## config.mk

```make
export PLATFORM = sky130hd
export DESIGN_NAME = fnpw_div_cell
export DESIGN_NICKNAME = d
export VERILOG_FILES = /design/src/sv/fractional_n_pll_word_calc_assert.svh /design/src/sv/fnpw_pkg.sv /design/src/sv/fnpw_div_cell.sv
export SDC_FILE = /design/constraint.sdc
export NUM_CORES = 1
export LEC_CHECK = 0
export BUFFER_PORTS_ARGS = -buffer_cell sky130_fd_sc_hd__buf_2
export CORE_MARGIN = 4
export CORE_UTILIZATION = 25
export CTS_CLUSTER_DIAMETER = 60
export DETAILED_ROUTE_END_ITERATION = 12
export GPL_TIMING_DRIVEN = 0
export PLACE_DENSITY = 0.59
export SLEW_MARGIN = 20
export SYNTH_ARGS = -nofsm -noshare
export SYNTH_HDL_FRONTEND = slang
export SYNTH_SLANG_ARGS = --single-unit
```

## constraint.sdc

```tcl
create_clock -name clock -period 4.1 [get_ports clock]
set_input_delay 0 -clock clock [delete_from_list [all_inputs] [get_ports clock]]
set_output_delay 0 -clock clock [all_outputs]
set_load 0.02 [all_outputs]
```

## src/sv/fractional_n_pll_word_calc_assert.svh

```systemverilog
// Assertion macros for the synthesizer divider word calculator.
`ifndef FRACTIONAL_N_PLL_WORD_CALC_ASSERT_SVH
`define FRACTIONAL_N_PLL_WORD_CALC_ASSERT_SVH
`ifndef ASSERT_OFF
// Check a property on every clock edge outside reset.
`define FNPW_ASSERT(lbl, prop, msg) \
   lbl: assert property (@(posedge clock) disable iff (reset) (prop)) else $error(msg);
// Check a property on every clock edge, reset included.
`define FNPW_ASSERT_ALWAYS(lbl, prop, msg) \
   lbl: assert property (@(posedge clock) (prop)) else $error(msg);
`else
`define FNPW_ASSERT(lbl, prop, msg)
`define FNPW_ASSERT_ALWAYS(lbl, prop, msg)
`endif
`endif

```

## src/sv/fnpw_pkg.sv

```systemverilog
// Shared types, constants and band tables of the divider word calculator.
package fnpw_pkg;

   localparam int unsigned XO_W    = 26;
   localparam int unsigned FREQ_W  = 32;
   localparam int unsigned STEP_W  = 25;
   localparam int unsigned FIELD_FRAC_W = 19;
   localparam logic [FREQ_W-1:0] B0_LO = 32'd850000000;
   localparam logic [FREQ_W-1:0] B0_HI = 32'd1050000000;
   localparam logic [FREQ_W-1:0] B1_LO = 32'd420000000;
   localparam logic [FREQ_W-1:0] B1_HI = 32'd525000000;
   localparam logic [FREQ_W-1:0] B2_LO = 32'd284000000;
   localparam logic [FREQ_W-1:0] B2_HI = 32'd350000000;
   localparam logic [FREQ_W-1:0] B3_LO = 32'd142000000;
   localparam logic [FREQ_W-1:0] B3_HI = 32'd175000000;
   localparam logic [XO_W-1:0] XO_RESET = 26'd30000000;
   // ceil(2^26/3): exact floor(x/3) for any x below 2^25
   localparam int unsigned RECIP3_SHIFT = 26;
   localparam logic [STEP_W-1:0] RECIP3 = 25'd22369622;

   typedef enum logic [1:0] {
      BAND_DIV4  = 2'd0,
      BAND_DIV8  = 2'd1,
      BAND_DIV12 = 2'd2,
      BAND_DIV24 = 2'd3
   } band_type;

   typedef struct packed {
      logic in_band;
      band_type band;
      logic [4:0] divider;
   } band_sel_type;

   typedef struct packed {
      band_sel_type sel;
      logic [STEP_W-1:0] step;
      logic [STEP_W-1:0] rem;
      logic [FREQ_W-1:0] dvd;
   } cell_data_type;

   function automatic band_sel_type pick_band(input logic [FREQ_W-1:0] f);
      band_sel_type s;
      s = '{in_band: 1'b0, band: BAND_DIV4, divider: 5'd0};
      priority if (f > B0_LO && f < B0_HI) begin
         s = '{in_band: 1'b1, band: BAND_DIV4, divider: 5'd4};
      end else if (f > B1_LO && f < B1_HI) begin
         s = '{in_band: 1'b1, band: BAND_DIV8, divider: 5'd8};
      end else if (f > B2_LO && f < B2_HI) begin
         s = '{in_band: 1'b1, band: BAND_DIV12, divider: 5'd12};
      end else if (f > B3_LO && f < B3_HI) begin
         s = '{in_band: 1'b1, band: BAND_DIV24, divider: 5'd24};
      end else begin
         s = '{in_band: 1'b0, band: BAND_DIV4, divider: 5'd0};
      end
      return s;
   endfunction

   function automatic logic [3:0] vco_adjust(input band_type b);
      logic [3:0] v;
      unique case (b)
         BAND_DIV4:  v = 4'hF;
         BAND_DIV8:  v = 4'hE;
         BAND_DIV12: v = 4'hD;
         BAND_DIV24: v = 4'hA;
         default:    v = 4'h0;
      endcase
      return v;
   endfunction

   function automatic logic [17:0] if_setting(input band_type b);
      logic [17:0] v;
      unique case (b)
         BAND_DIV4:  v = 18'h3C000;
         BAND_DIV8:  v = 18'h38000;
         BAND_DIV12: v = 18'h34000;
         BAND_DIV24: v = 18'h28000;
         default:    v = 18'h0;
      endcase
      return v;
   endfunction

endpackage

```

## src/sv/fnpw_div_cell.sv

```systemverilog
// One restoring division cell: develops one quotient bit per item.
module fnpw_div_cell import fnpw_pkg::*; #(
   parameter int unsigned QUO_W = 27
) (
   input  logic                clock,
   input  logic                reset,
   input  logic                valid_i,
   output logic                ready_o,
   input  cell_data_type       data_i,
   input  logic [QUO_W-1:0]    quo_i,
   output logic                valid_o,
   input  logic                ready_i,
   output cell_data_type       data_o,
   output logic [QUO_W-1:0]    quo_o
);

   logic              valid_ff;
   cell_data_type     data_ff, data_in;
   logic [QUO_W-1:0]  quo_ff, quo_in;
   logic [STEP_W:0]   trial;
   logic              fits;

   assign ready_o = !valid_ff || ready_i;

   always_comb begin
      trial   = {data_i.rem, data_i.dvd[FREQ_W-1]};
      fits    = trial >= {1'b0, data_i.step};
      data_in = data_i;
      data_in.dvd = {data_i.dvd[FREQ_W-2:0], 1'b0};
      if (fits) begin
         data_in.rem = STEP_W'(trial - {1'b0, data_i.step});
      end else begin
         data_in.rem = trial[STEP_W-1:0];
      end
      quo_in = {quo_i[QUO_W-2:0], fits};
   end

   always_ff @(posedge clock) begin
      if (reset) begin
         valid_ff <= 1'b0;
      end else if (ready_o) begin
         valid_ff <= valid_i;
      end
   end

   always_ff @(posedge clock) begin
      if (ready_o) begin
         data_ff <= data_in;
         quo_ff  <= quo_in;
      end
   end

   assign valid_o = valid_ff;
   assign data_o  = data_ff;
   assign quo_o   = quo_ff;

endmodule

```

==> qor.txt <==
Status: finished clean
GRT overflow: 0
Period minus WS final: 3340 ps
Max stage delay on crit path: 530 ps
FMAX: 299 MHz
Critical-path cell list: dlygate4sd3_1, buf_2, inv_1, ha_1, inv_1, fa_1, a21o_1, a311o_1, nor2b_4, a2111o_1, and3_1, buf_6, nor2_8, inv_4, buf_8, mux2_4
Top cells by area, synth: edfxtp_1 (65%), ha_1 (5.9%), mux2_4 (3.4%)
Share of layout cells above drive strength 1: 0.397
Placed inst area: 6930 µm²
Ys Warns: 0
Peak supply drop: 245 µV
Cell Pwr Density: 429 nW/µm²
HP Class: in -> reg
WP data arrival: 3500 ps
Port Buf Inserts: 237
Commonest non-fill, non-tap cell in the layout: buf_2
Crit end category: flip-flop
CTS root buf: clkbuf_16
FP Rows: 53
Overall power: 0.00372 W
Final nets: 893
Max Slew Vio Count: 0
Flops & latches, synth: 117
Ports: 240
Placer congestion estimate: 0.855
Total GRT Usage: 0.135
CTS tree: done
RSZ-0062 raised after global routing: false
First-pass GRT wire length: 24,800 µm
HPWL after detailed placement: 12,100 µm
Commonest cells after routing, fill and taps aside: buf_2 (238), edfxtp_1 (116), dlygate4sd3_1 (116)
Setup WS pre-CTS: 880 ps
Cells after Synth: 372
Area grow syn2layout: 62.4%
Vias: 4,416
Core Box Area: 21,000 µm²
Starting Density: 0.254
Fin area: 8670 µm²
# resized after CTS: 0
Post-synth top flop: edfxtp_1
Clock sinks: 117
Max Buffers Root-to-Sink: 2
Setup CP Type: in -> reg
Actual slew at the worst max-slew pin: 645 ps
Final core utilization: 0.413
Post-CTS Setup Inserts: 0
Worst EP required: 4260 ps
Final Setup Violations: 0
Seq/Total Area, Yosys: 0.656
Most frequent CP cell: inv_1
CP startpoint kind: primary input
Drt total wl: 16,300 µm
Cell taking the most area after synthesis: edfxtp_1
Part of the cycle the worst path needs: 0.815
Drc violations: 0
Leakage power: 3.84 nW
Violation count after the first detailed-route iteration: 203
Cell variety after synth: 55
Cts hold-fix bufs: 116
Clk slew on worst S/H paths: 60 ps
Slew Limit Headroom: 0.570
Max-Cap Viols: 0
Worst Skew: 8.18 ps
CP max FO: 10
Antenna-violating nets left: 0
Die H: 154 µm
Initial DRT Pass Iterations: 4
Antenna violations before repair: 1
Final Hold Viols: 0
Die W: 154 µm
Setup TNS: 0 ps
Full die area: 23,800 µm²
Total CTS buffers: 17
Final worst slack: 757 ps
Syn Std Cell Area: 5340 µm²
Vias per cell: 4.27
Worst-Skew Late Latency: 420 ps
Syn_nets: 519
Routed len/inst: 15.8 µm
Pin count of the biggest net entering global routing: 54
Mapped Avg Cell Area: 14.4 µm²
Post-synth EDFFs: 116
Total number of H-tree levels: 4
Area share of the largest cell type after synthesis: 0.652
Critical Path Slowest Stage Cell: dlygate4sd3_1
Number of global-route vias before repair: 4,550
Post-synth ARST share: 0
cells in the mapped netlist, types with 2 or more instances:
cell type  number
a211o_1         2
clkbuf_1        6
ha_1           25
buf_6           2
inv_1          31
nor2_1         12
nor3_1         13
nand4_1         5
edfxtp_1      116
mux2_4         12
a21o_1          7
o21a_1          4
nand2b_1        5
or3_1           2
a31oi_1         3
a31o_2          3
mux2_2          5
xnor2_1        19
o21ai_0         9
a211oi_1        5
and3_1          4
nor2b_1         3
nand2_1        14
a21oi_1        28
nand3_1         4
o211ai_1        2
xor2_1          3
worst paths after layout:
kind	from	endpoint	slack (ps)	cells past startpoint
worst min-delay path	data_i[38]	data_o[39]	30	3
worst max register to register	valid_o	valid_o	2670	3
worst min register to register	valid_o	data_o[45]	800	1
worst max-delay path	data_i[31]	data_o[41]	760	16
routing by layer:
metal	routed length [µm]	up-vias	global-route usage	part of all wire
met5	0	-	0	0
met3	1350	13	0.0493	0.083
met2	7950	187	0.231	0.49
met4	157	0	0.0345	0.0096
met1	6850	2067	0.162	0.42
li1	-	2149	-	-
metrics by stage:
stage | hold WS [ps] | cells
6_report | 30.2 | 1035
5_1_grt | 29.4 | 1035
4_1_cts | 29.8 | 1034
3_5_place_dp | 158 | 886
3_3_place_gp | 158 | 884
2_1_floorplan | 69.1 | 372
final cells by class:
type	count	area, µm²
Antenna cell	1	2.50
Buffer	11	72.6
Clock buffer	18	429
Clock inverter	14	144
Fill cell	1995	12300
Inverter	32	123
Multi-Input combinational cell	212	1650
Sequential cell	117	3500
Tap cell	275	344
Timing Repair Buffer	355	2400
critical path, delay by kind of cell:
family / cells / cell delay (ps)
AOI/OAI and AO/OA: 3 / 1020
buffers and inverters: 7 / 1150
muxes: 1 / 310
adders and majority gates: 2 / 560
and+or+nand+nor: 3 / 450
logic make-up after synthesis:
group | share of synthesized area
other cells | 0.000702
buf+inv | 0.0365
xor+xnor | 0.0361
compound gates | 0.0923
fa+ha+maj | 0.0623
mux | 0.0462
flops | 0.656
simple gates | 0.0698
report_power, final:
| group | switching (W) | leakage (nW) | total, W | internal, W |
|---|---|---|---|---|
| sequential | 0.0000277 | 1.21 | 0.00148 | 0.00145 |
| clock | 0.000601 | 0.269 | 0.00145 | 0.000854 |
| combinational | 0.000435 | 2.36 | 0.000786 | 0.000351 |
flip-flops by register name, summed over array words and instances (netlist names):
name and count:
data_o 89, quo_o 27, valid_o 1
Power figures use the tool's default switching activity.
