**src/sv/fractional_n_pll_word_calc_assert.svh**
```systemverilog
// Assertion macros for the synthesizer divider word calculator.
`ifndef FRACTIONAL_N_PLL_WORD_CALC_ASSERT_SVH
`define FRACTIONAL_N_PLL_WORD_CALC_ASSERT_SVH
`ifndef ASSERT_OFF
// Check a property on every clock edge outside reset.
`define FNPW_ASSERT(lbl, prop, msg) \
   lbl: assert property (@(posedge clock) disable iff (reset) (prop)) else $error(msg);
// Check a property on every clock edge, reset included.
`define FNPW_ASSERT_ALWAYS(lbl, prop, msg) \
   lbl: assert property (@(posedge clock) (prop)) else $error(msg);
`else
`define FNPW_ASSERT(lbl, prop, msg)
`define FNPW_ASSERT_ALWAYS(lbl, prop, msg)
`endif
`endif

```
**src/sv/fnpw_pkg.sv**
```systemverilog
// Shared types, constants and band tables of the divider word calculator.
package fnpw_pkg;

   localparam int unsigned XO_W    = 26;
   localparam int unsigned FREQ_W  = 32;
   localparam int unsigned STEP_W  = 25;
   localparam int unsigned FIELD_FRAC_W = 19;
   localparam logic [FREQ_W-1:0] B0_LO = 32'd850000000;
   localparam logic [FREQ_W-1:0] B0_HI = 32'd1050000000;
   localparam logic [FREQ_W-1:0] B1_LO = 32'd420000000;
   localparam logic [FREQ_W-1:0] B1_HI = 32'd525000000;
   localparam logic [FREQ_W-1:0] B2_LO = 32'd284000000;
   localparam logic [FREQ_W-1:0] B2_HI = 32'd350000000;
   localparam logic [FREQ_W-1:0] B3_LO = 32'd142000000;
   localparam logic [FREQ_W-1:0] B3_HI = 32'd175000000;
   localparam logic [XO_W-1:0] XO_RESET = 26'd30000000;
   // ceil(2^26/3): exact floor(x/3) for any x below 2^25
   localparam int unsigned RECIP3_SHIFT = 26;
   localparam logic [STEP_W-1:0] RECIP3 = 25'd22369622;

   typedef enum logic [1:0] {
      BAND_DIV4  = 2'd0,
      BAND_DIV8  = 2'd1,
      BAND_DIV12 = 2'd2,
      BAND_DIV24 = 2'd3
   } band_type;

   typedef struct packed {
      logic in_band;
      band_type band;
      logic [4:0] divider;
   } band_sel_type;

   typedef struct packed {
      band_sel_type sel;
      logic [STEP_W-1:0] step;
      logic [STEP_W-1:0] rem;
      logic [FREQ_W-1:0] dvd;
   } cell_data_type;

   function automatic band_sel_type pick_band(input logic [FREQ_W-1:0] f);
      band_sel_type s;
      s = '{in_band: 1'b0, band: BAND_DIV4, divider: 5'd0};
      priority if (f > B0_LO && f < B0_HI) begin
         s = '{in_band: 1'b1, band: BAND_DIV4, divider: 5'd4};
      end else if (f > B1_LO && f < B1_HI) begin
         s = '{in_band: 1'b1, band: BAND_DIV8, divider: 5'd8};
      end else if (f > B2_LO && f < B2_HI) begin
         s = '{in_band: 1'b1, band: BAND_DIV12, divider: 5'd12};
      end else if (f > B3_LO && f < B3_HI) begin
         s = '{in_band: 1'b1, band: BAND_DIV24, divider: 5'd24};
      end else begin
         s = '{in_band: 1'b0, band: BAND_DIV4, divider: 5'd0};
      end
      return s;
   endfunction

   function automatic logic [3:0] vco_adjust(input band_type b);
      logic [3:0] v;
      unique case (b)
         BAND_DIV4:  v = 4'hF;
         BAND_DIV8:  v = 4'hE;
         BAND_DIV12: v = 4'hD;
         BAND_DIV24: v = 4'hA;
         default:    v = 4'h0;
      endcase
      return v;
   endfunction

   function automatic logic [17:0] if_setting(input band_type b);
      logic [17:0] v;
      unique case (b)
         BAND_DIV4:  v = 18'h3C000;
         BAND_DIV8:  v = 18'h38000;
         BAND_DIV12: v = 18'h34000;
         BAND_DIV24: v = 18'h28000;
         default:    v = 18'h0;
      endcase
      return v;
   endfunction

endpackage

```
**src/sv/fnpw_front.sv**
```systemverilog
// Band pick and PLL step (2*crystal/divider) ahead of the divider row.
module fnpw_front import fnpw_pkg::*; (
   input  logic                clock,
   input  logic                reset,
   input  logic [XO_W-1:0]     crystal_hz,
   input  logic                valid_i,
   output logic                ready_o,
   input  logic [FREQ_W-1:0]   target_hz,
   output logic                valid_o,
   input  logic                ready_i,
   output cell_data_type       data_o
);

   logic                 a_valid_ff, b_valid_ff;
   logic                 a_ready, b_ready;
   band_sel_type         a_sel_ff;
   logic [FREQ_W-1:0]    a_freq_ff;
   cell_data_type        b_data_ff, b_data_in;
   logic [STEP_W-1:0]    base;
   logic [2*STEP_W-1:0]  prod;

   assign b_ready = !b_valid_ff || ready_i;
   assign a_ready = !a_valid_ff || b_ready;
   assign ready_o = a_ready;

   always_comb begin
      // 2*xo/4 and 2*xo/8 are shifts; the /12 and /24 bands add a /3
      if (a_sel_ff.band == BAND_DIV4 || a_sel_ff.band == BAND_DIV12) begin
         base = crystal_hz[XO_W-1:1];
      end else begin
         base = {1'b0, crystal_hz[XO_W-1:2]};
      end
      prod = base * RECIP3;
      b_data_in.sel = a_sel_ff;
      b_data_in.rem = '0;
      b_data_in.dvd = a_freq_ff;
      if (!a_sel_ff.in_band) begin
         b_data_in.step = '0;
      end else if (a_sel_ff.band == BAND_DIV12 || a_sel_ff.band == BAND_DIV24) begin
         b_data_in.step = STEP_W'(prod >> RECIP3_SHIFT);
      end else begin
         b_data_in.step = base;
      end
   end

   always_ff @(posedge clock) begin
      if (reset) begin
         a_valid_ff <= 1'b0;
         b_valid_ff <= 1'b0;
      end else begin
         if (a_ready) a_valid_ff <= valid_i;
         if (b_ready) b_valid_ff <= a_valid_ff;
      end
   end

   always_ff @(posedge clock) begin
      if (a_ready) begin
         a_sel_ff  <= pick_band(target_hz);
         a_freq_ff <= target_hz;
      end
      if (b_ready) begin
         b_data_ff <= b_data_in;
      end
   end

   assign valid_o = b_valid_ff;
   assign data_o  = b_data_ff;

endmodule

```
**config.mk**
```make
export PLATFORM = sky130hd
export DESIGN_NAME = fnpw_front
export DESIGN_NICKNAME = d
export VERILOG_FILES = /design/src/sv/fractional_n_pll_word_calc_assert.svh /design/src/sv/fnpw_pkg.sv /design/src/sv/fnpw_front.sv
export SDC_FILE = /design/constraint.sdc
export NUM_CORES = 1
export LEC_CHECK = 0
export ABC_AREA = 1
export BUFFER_PORTS_ARGS = -buffer_cell sky130_fd_sc_hd__buf_2
export CAP_MARGIN = 20
export CORE_MARGIN = 2
export CORE_UTILIZATION = 65
export CTS_BUF_LIST = sky130_fd_sc_hd__clkbuf_16
export CTS_CLUSTER_SIZE = 28
export DETAILED_ROUTE_END_ITERATION = 12
export PLACE_DENSITY = 0.86
export REMOVE_ABC_BUFFERS = 1
export SYNTH_ARGS = -nofsm -noshare
export SYNTH_HDL_FRONTEND = slang
export SYNTH_SLANG_ARGS = --single-unit
```
**constraint.sdc**
```tcl
create_clock -name clock -period 9.7 [get_ports clock]
set_input_delay 0.485 -clock clock [delete_from_list [all_inputs] [get_ports clock]]
set_output_delay 0.485 -clock clock [all_outputs]
set_load 0.1 [all_outputs]
```
==> out/results.ini <==
[sta]
slew_viol_final = 0
hold_violations = 0
slew_headroom_pct = 44.47
worst_slew_pin_slew_ns = 0.8330
setup-violations-final = 0
fin_skew_ns = 0.009392
min_period_over_period_pct = 80.94
setup_tns_ns = 0
rsz0062_at_grt = no
period_needed_ns = 7.851
fmax_mhz = 127.4

[clocking]
cts_sinks = 103
cts_setup_buffers = 0
clkTransAtPathRegs_ns = 0.07
cts_buffer_depth = 2
cts_inserted_buffers = 9
cts_hold_buf = 0
cts_tree = yes
cts_resized = 0
clk_latency_ns = 0.35
htreeDepth = 3
clockRootBuffer = clkbuf_16

[cells_and_area]
area_growth_pct = 7.215
drive_gt1_share_pct = 8.873
insertedDiodeCount = 0
fin_util_pct = 71.18
fin_nets = 2588
final_area_sq_um = 17920

[worst_hold_path]
min_path_cells = 2
min_to = a_valid_ff$_SDFFE_PP0P_
worstHoldStart = reset
hp-class = in -> reg

[routing]
vias_per_cell = 5.706
route.detailed.drc = 0
first_iter_violations = 1106
first_pass_iters = 7
dr_total_vias = 13520
wirelength_um = 46740
ant_nets = 0
wl_per_cell_um = 19.72

[synth]
ys_seq_area_share_pct = 18.38
ys_warn_count = 0
synth_area_leader_cell = fa_1
synth_most_common_cell = inv_1
synth_cell_types = 47
synthTopCellsByArea = fa_1, ha_1, edfxtp_1
avgSynthCellArea_sq_um = 8.758
netlist.area_leader.share_pct = 26.94
synth_flop_cell = edfxtp_1
synth_cells = 1909
synthTopCellsByCount = inv_1, nand2_1, ha_1, fa_1, nor2_1
synth_seq_cells = 103
synth-edff-count = 101
synth_area_sq_um = 16720
synth-async-reset-ratio_pct = 0

[floorplanning]
dieArea_sq_um = 27020
die_x_um = 164.4
fp-row-count = 58
io_pins = 154
fp.dieH_um = 164.4
initial_utilization_pct = 66.39
design.core.area_sq_um = 25180

[outcome]
status = complete, no violations

[grt]
grt_overflow = 0
antenna_found_initial = 0
grtUsageTotal_pct = 36.38
grt_pass1_wl_um = 74290
grt_pass1_vias = 14200
grt_max_degree = 61

[place]
gp_congestion = 0.9690
post-dp-hpwl_um = 39670
place_area_sq_um = 17650
io_buffers = 125

[worst_setup_path]
r2r_setup_slack_ns = 1.85
worstReg2RegStart = a_sel_ff[5]$_SDFFCE_PP0P_
crit_path_max_incr_delay_ns = 0.68
worst_setup_path_end_kind = register
critPathKind = reg -> reg
ff2ff_path_depth = 28
crit_path_start_kind = register
r2r-end = data_o[74]$_SDFFCE_PN0P_
cp.required_ns = 9.81
crit_fanout = 24
slowest_stage = edfxtp_1
worst_ep_arrival_time_ns = 7.96

[run]
cap_viol_max_count = 0

routing by layer:
metal  vias to the layer above  share of wire (%)  global-route usage, %
met4                         0                6.0                  19.49
met1                      6490                 38                  45.50
met5                         -                  0                      0
li1                       6174                  -                      -
met2                       693                 48                  60.59
met3                       167                7.8                  6.278
metrics by stage:
step / hold WS [ns] / instances / setup WS (ns)
finish: 0.3119 / 2370 / 1.849
global route: 0.3142 / 2370 / 1.489
CTS: 0.3032 / 2370 / 1.942
detailed placement: 0.4054 / 2355 / 1.976
global placement: 0.4016 / 2355 / 2.054
floorplan: 0.4003 / 1891 / 2.821
final cells by class:
cell class,count,area [sq um]
multi-input cells,1259,11480
fillers,1862,7257
flip-flops and latches,103,3073
inverters,529,1991
repair buffers,134,693.2
well taps,330,412.9
clock buffers,9,225.2
clock inverters,6,51.30
logic make-up after synthesis:
| kind of cell | synth area share (%) |
|---|---|
| adders and majority gates | 46.77 |
| other | 0.02243 |
| and+or+nand+nor | 13.20 |
| xor gates and xnor gates | 0.7334 |
| AOI/OAI and AO/OA | 7.297 |
| buffers and inverters | 13.59 |
| DFF | 18.38 |
layout by cell type (no fill, tap or decap), types with 3 or more instances in the layout:
cell type | Yosys | final
a211oi_1 | 4 | 4
a21boi_0 | 7 | 7
a21o_1 | 11 | 11
a21oi_1 | 63 | 63
a31oi_1 | 10 | 10
buf_2 | 3 | 125
buf_4 | 28 | 9
clkbuf_16 | 0 | 9
conb_1 | 1 | 27
edfxtp_1 | 101 | 101
fa_1 | 225 | 225
ha_1 | 265 | 265
inv_1 | 524 | 524
inv_2 | 4 | 4
nand2_1 | 271 | 270
nand2_2 | 12 | 13
nand3_1 | 59 | 58
nand4_1 | 18 | 18
nor2_1 | 117 | 117
nor3_1 | 25 | 25
nor4_1 | 9 | 9
o211ai_1 | 4 | 4
o21a_1 | 9 | 9
o21ai_0 | 66 | 65
o21ai_1 | 2 | 3
o21ai_2 | 3 | 3
o21bai_1 | 17 | 17
o31ai_1 | 3 | 3
o41ai_1 | 3 | 3
or2_2 | 3 | 3
xor2_1 | 13 | 13
state kept, by name, indices dropped and copies added, names as in the netlist:
signal and cells:
data_o 63, a_freq_ff 32, a_sel_ff 6, a_valid_ff 1, valid_o 1
how the worst max path moves through the flow:
stage	from	end	slack [ns]	depth (start not counted)
after global placement	a_sel_ff[5]$_SDFFCE_PP0P_	data_o[78]$_SDFFCE_PN0P_	2.05	28
after detailed placement	a_sel_ff[5]$_SDFFCE_PP0P_	data_o[74]$_SDFFCE_PN0P_	1.98	28
after floorplan	a_sel_ff[5]$_SDFFCE_PP0P_	data_o[79]$_SDFFCE_PN0P_	2.82	25
after global routing	a_sel_ff[5]$_SDFFCE_PP0P_	data_o[78]$_SDFFCE_PN0P_	1.49	28
final	a_sel_ff[5]$_SDFFCE_PP0P_	data_o[74]$_SDFFCE_PN0P_	1.85	28
after CTS	a_sel_ff[5]$_SDFFCE_PP0P_	data_o[78]$_SDFFCE_PN0P_	1.94	28
worst max-delay path, delay by kind of cell (launching register included):
family | cells | cell delay (ns)
xor+xnor | 1 | 0.60
buf+inv | 7 | 0.76
fa+ha+maj | 8 | 3.78
simple gates | 10 | 1.37
flops | 1 | 0.68
compound gates | 2 | 0.43
Power is left out: the tool's default activity adds up to more than one toggle a clock period on the data nets, which glitch-free logic cannot reach.
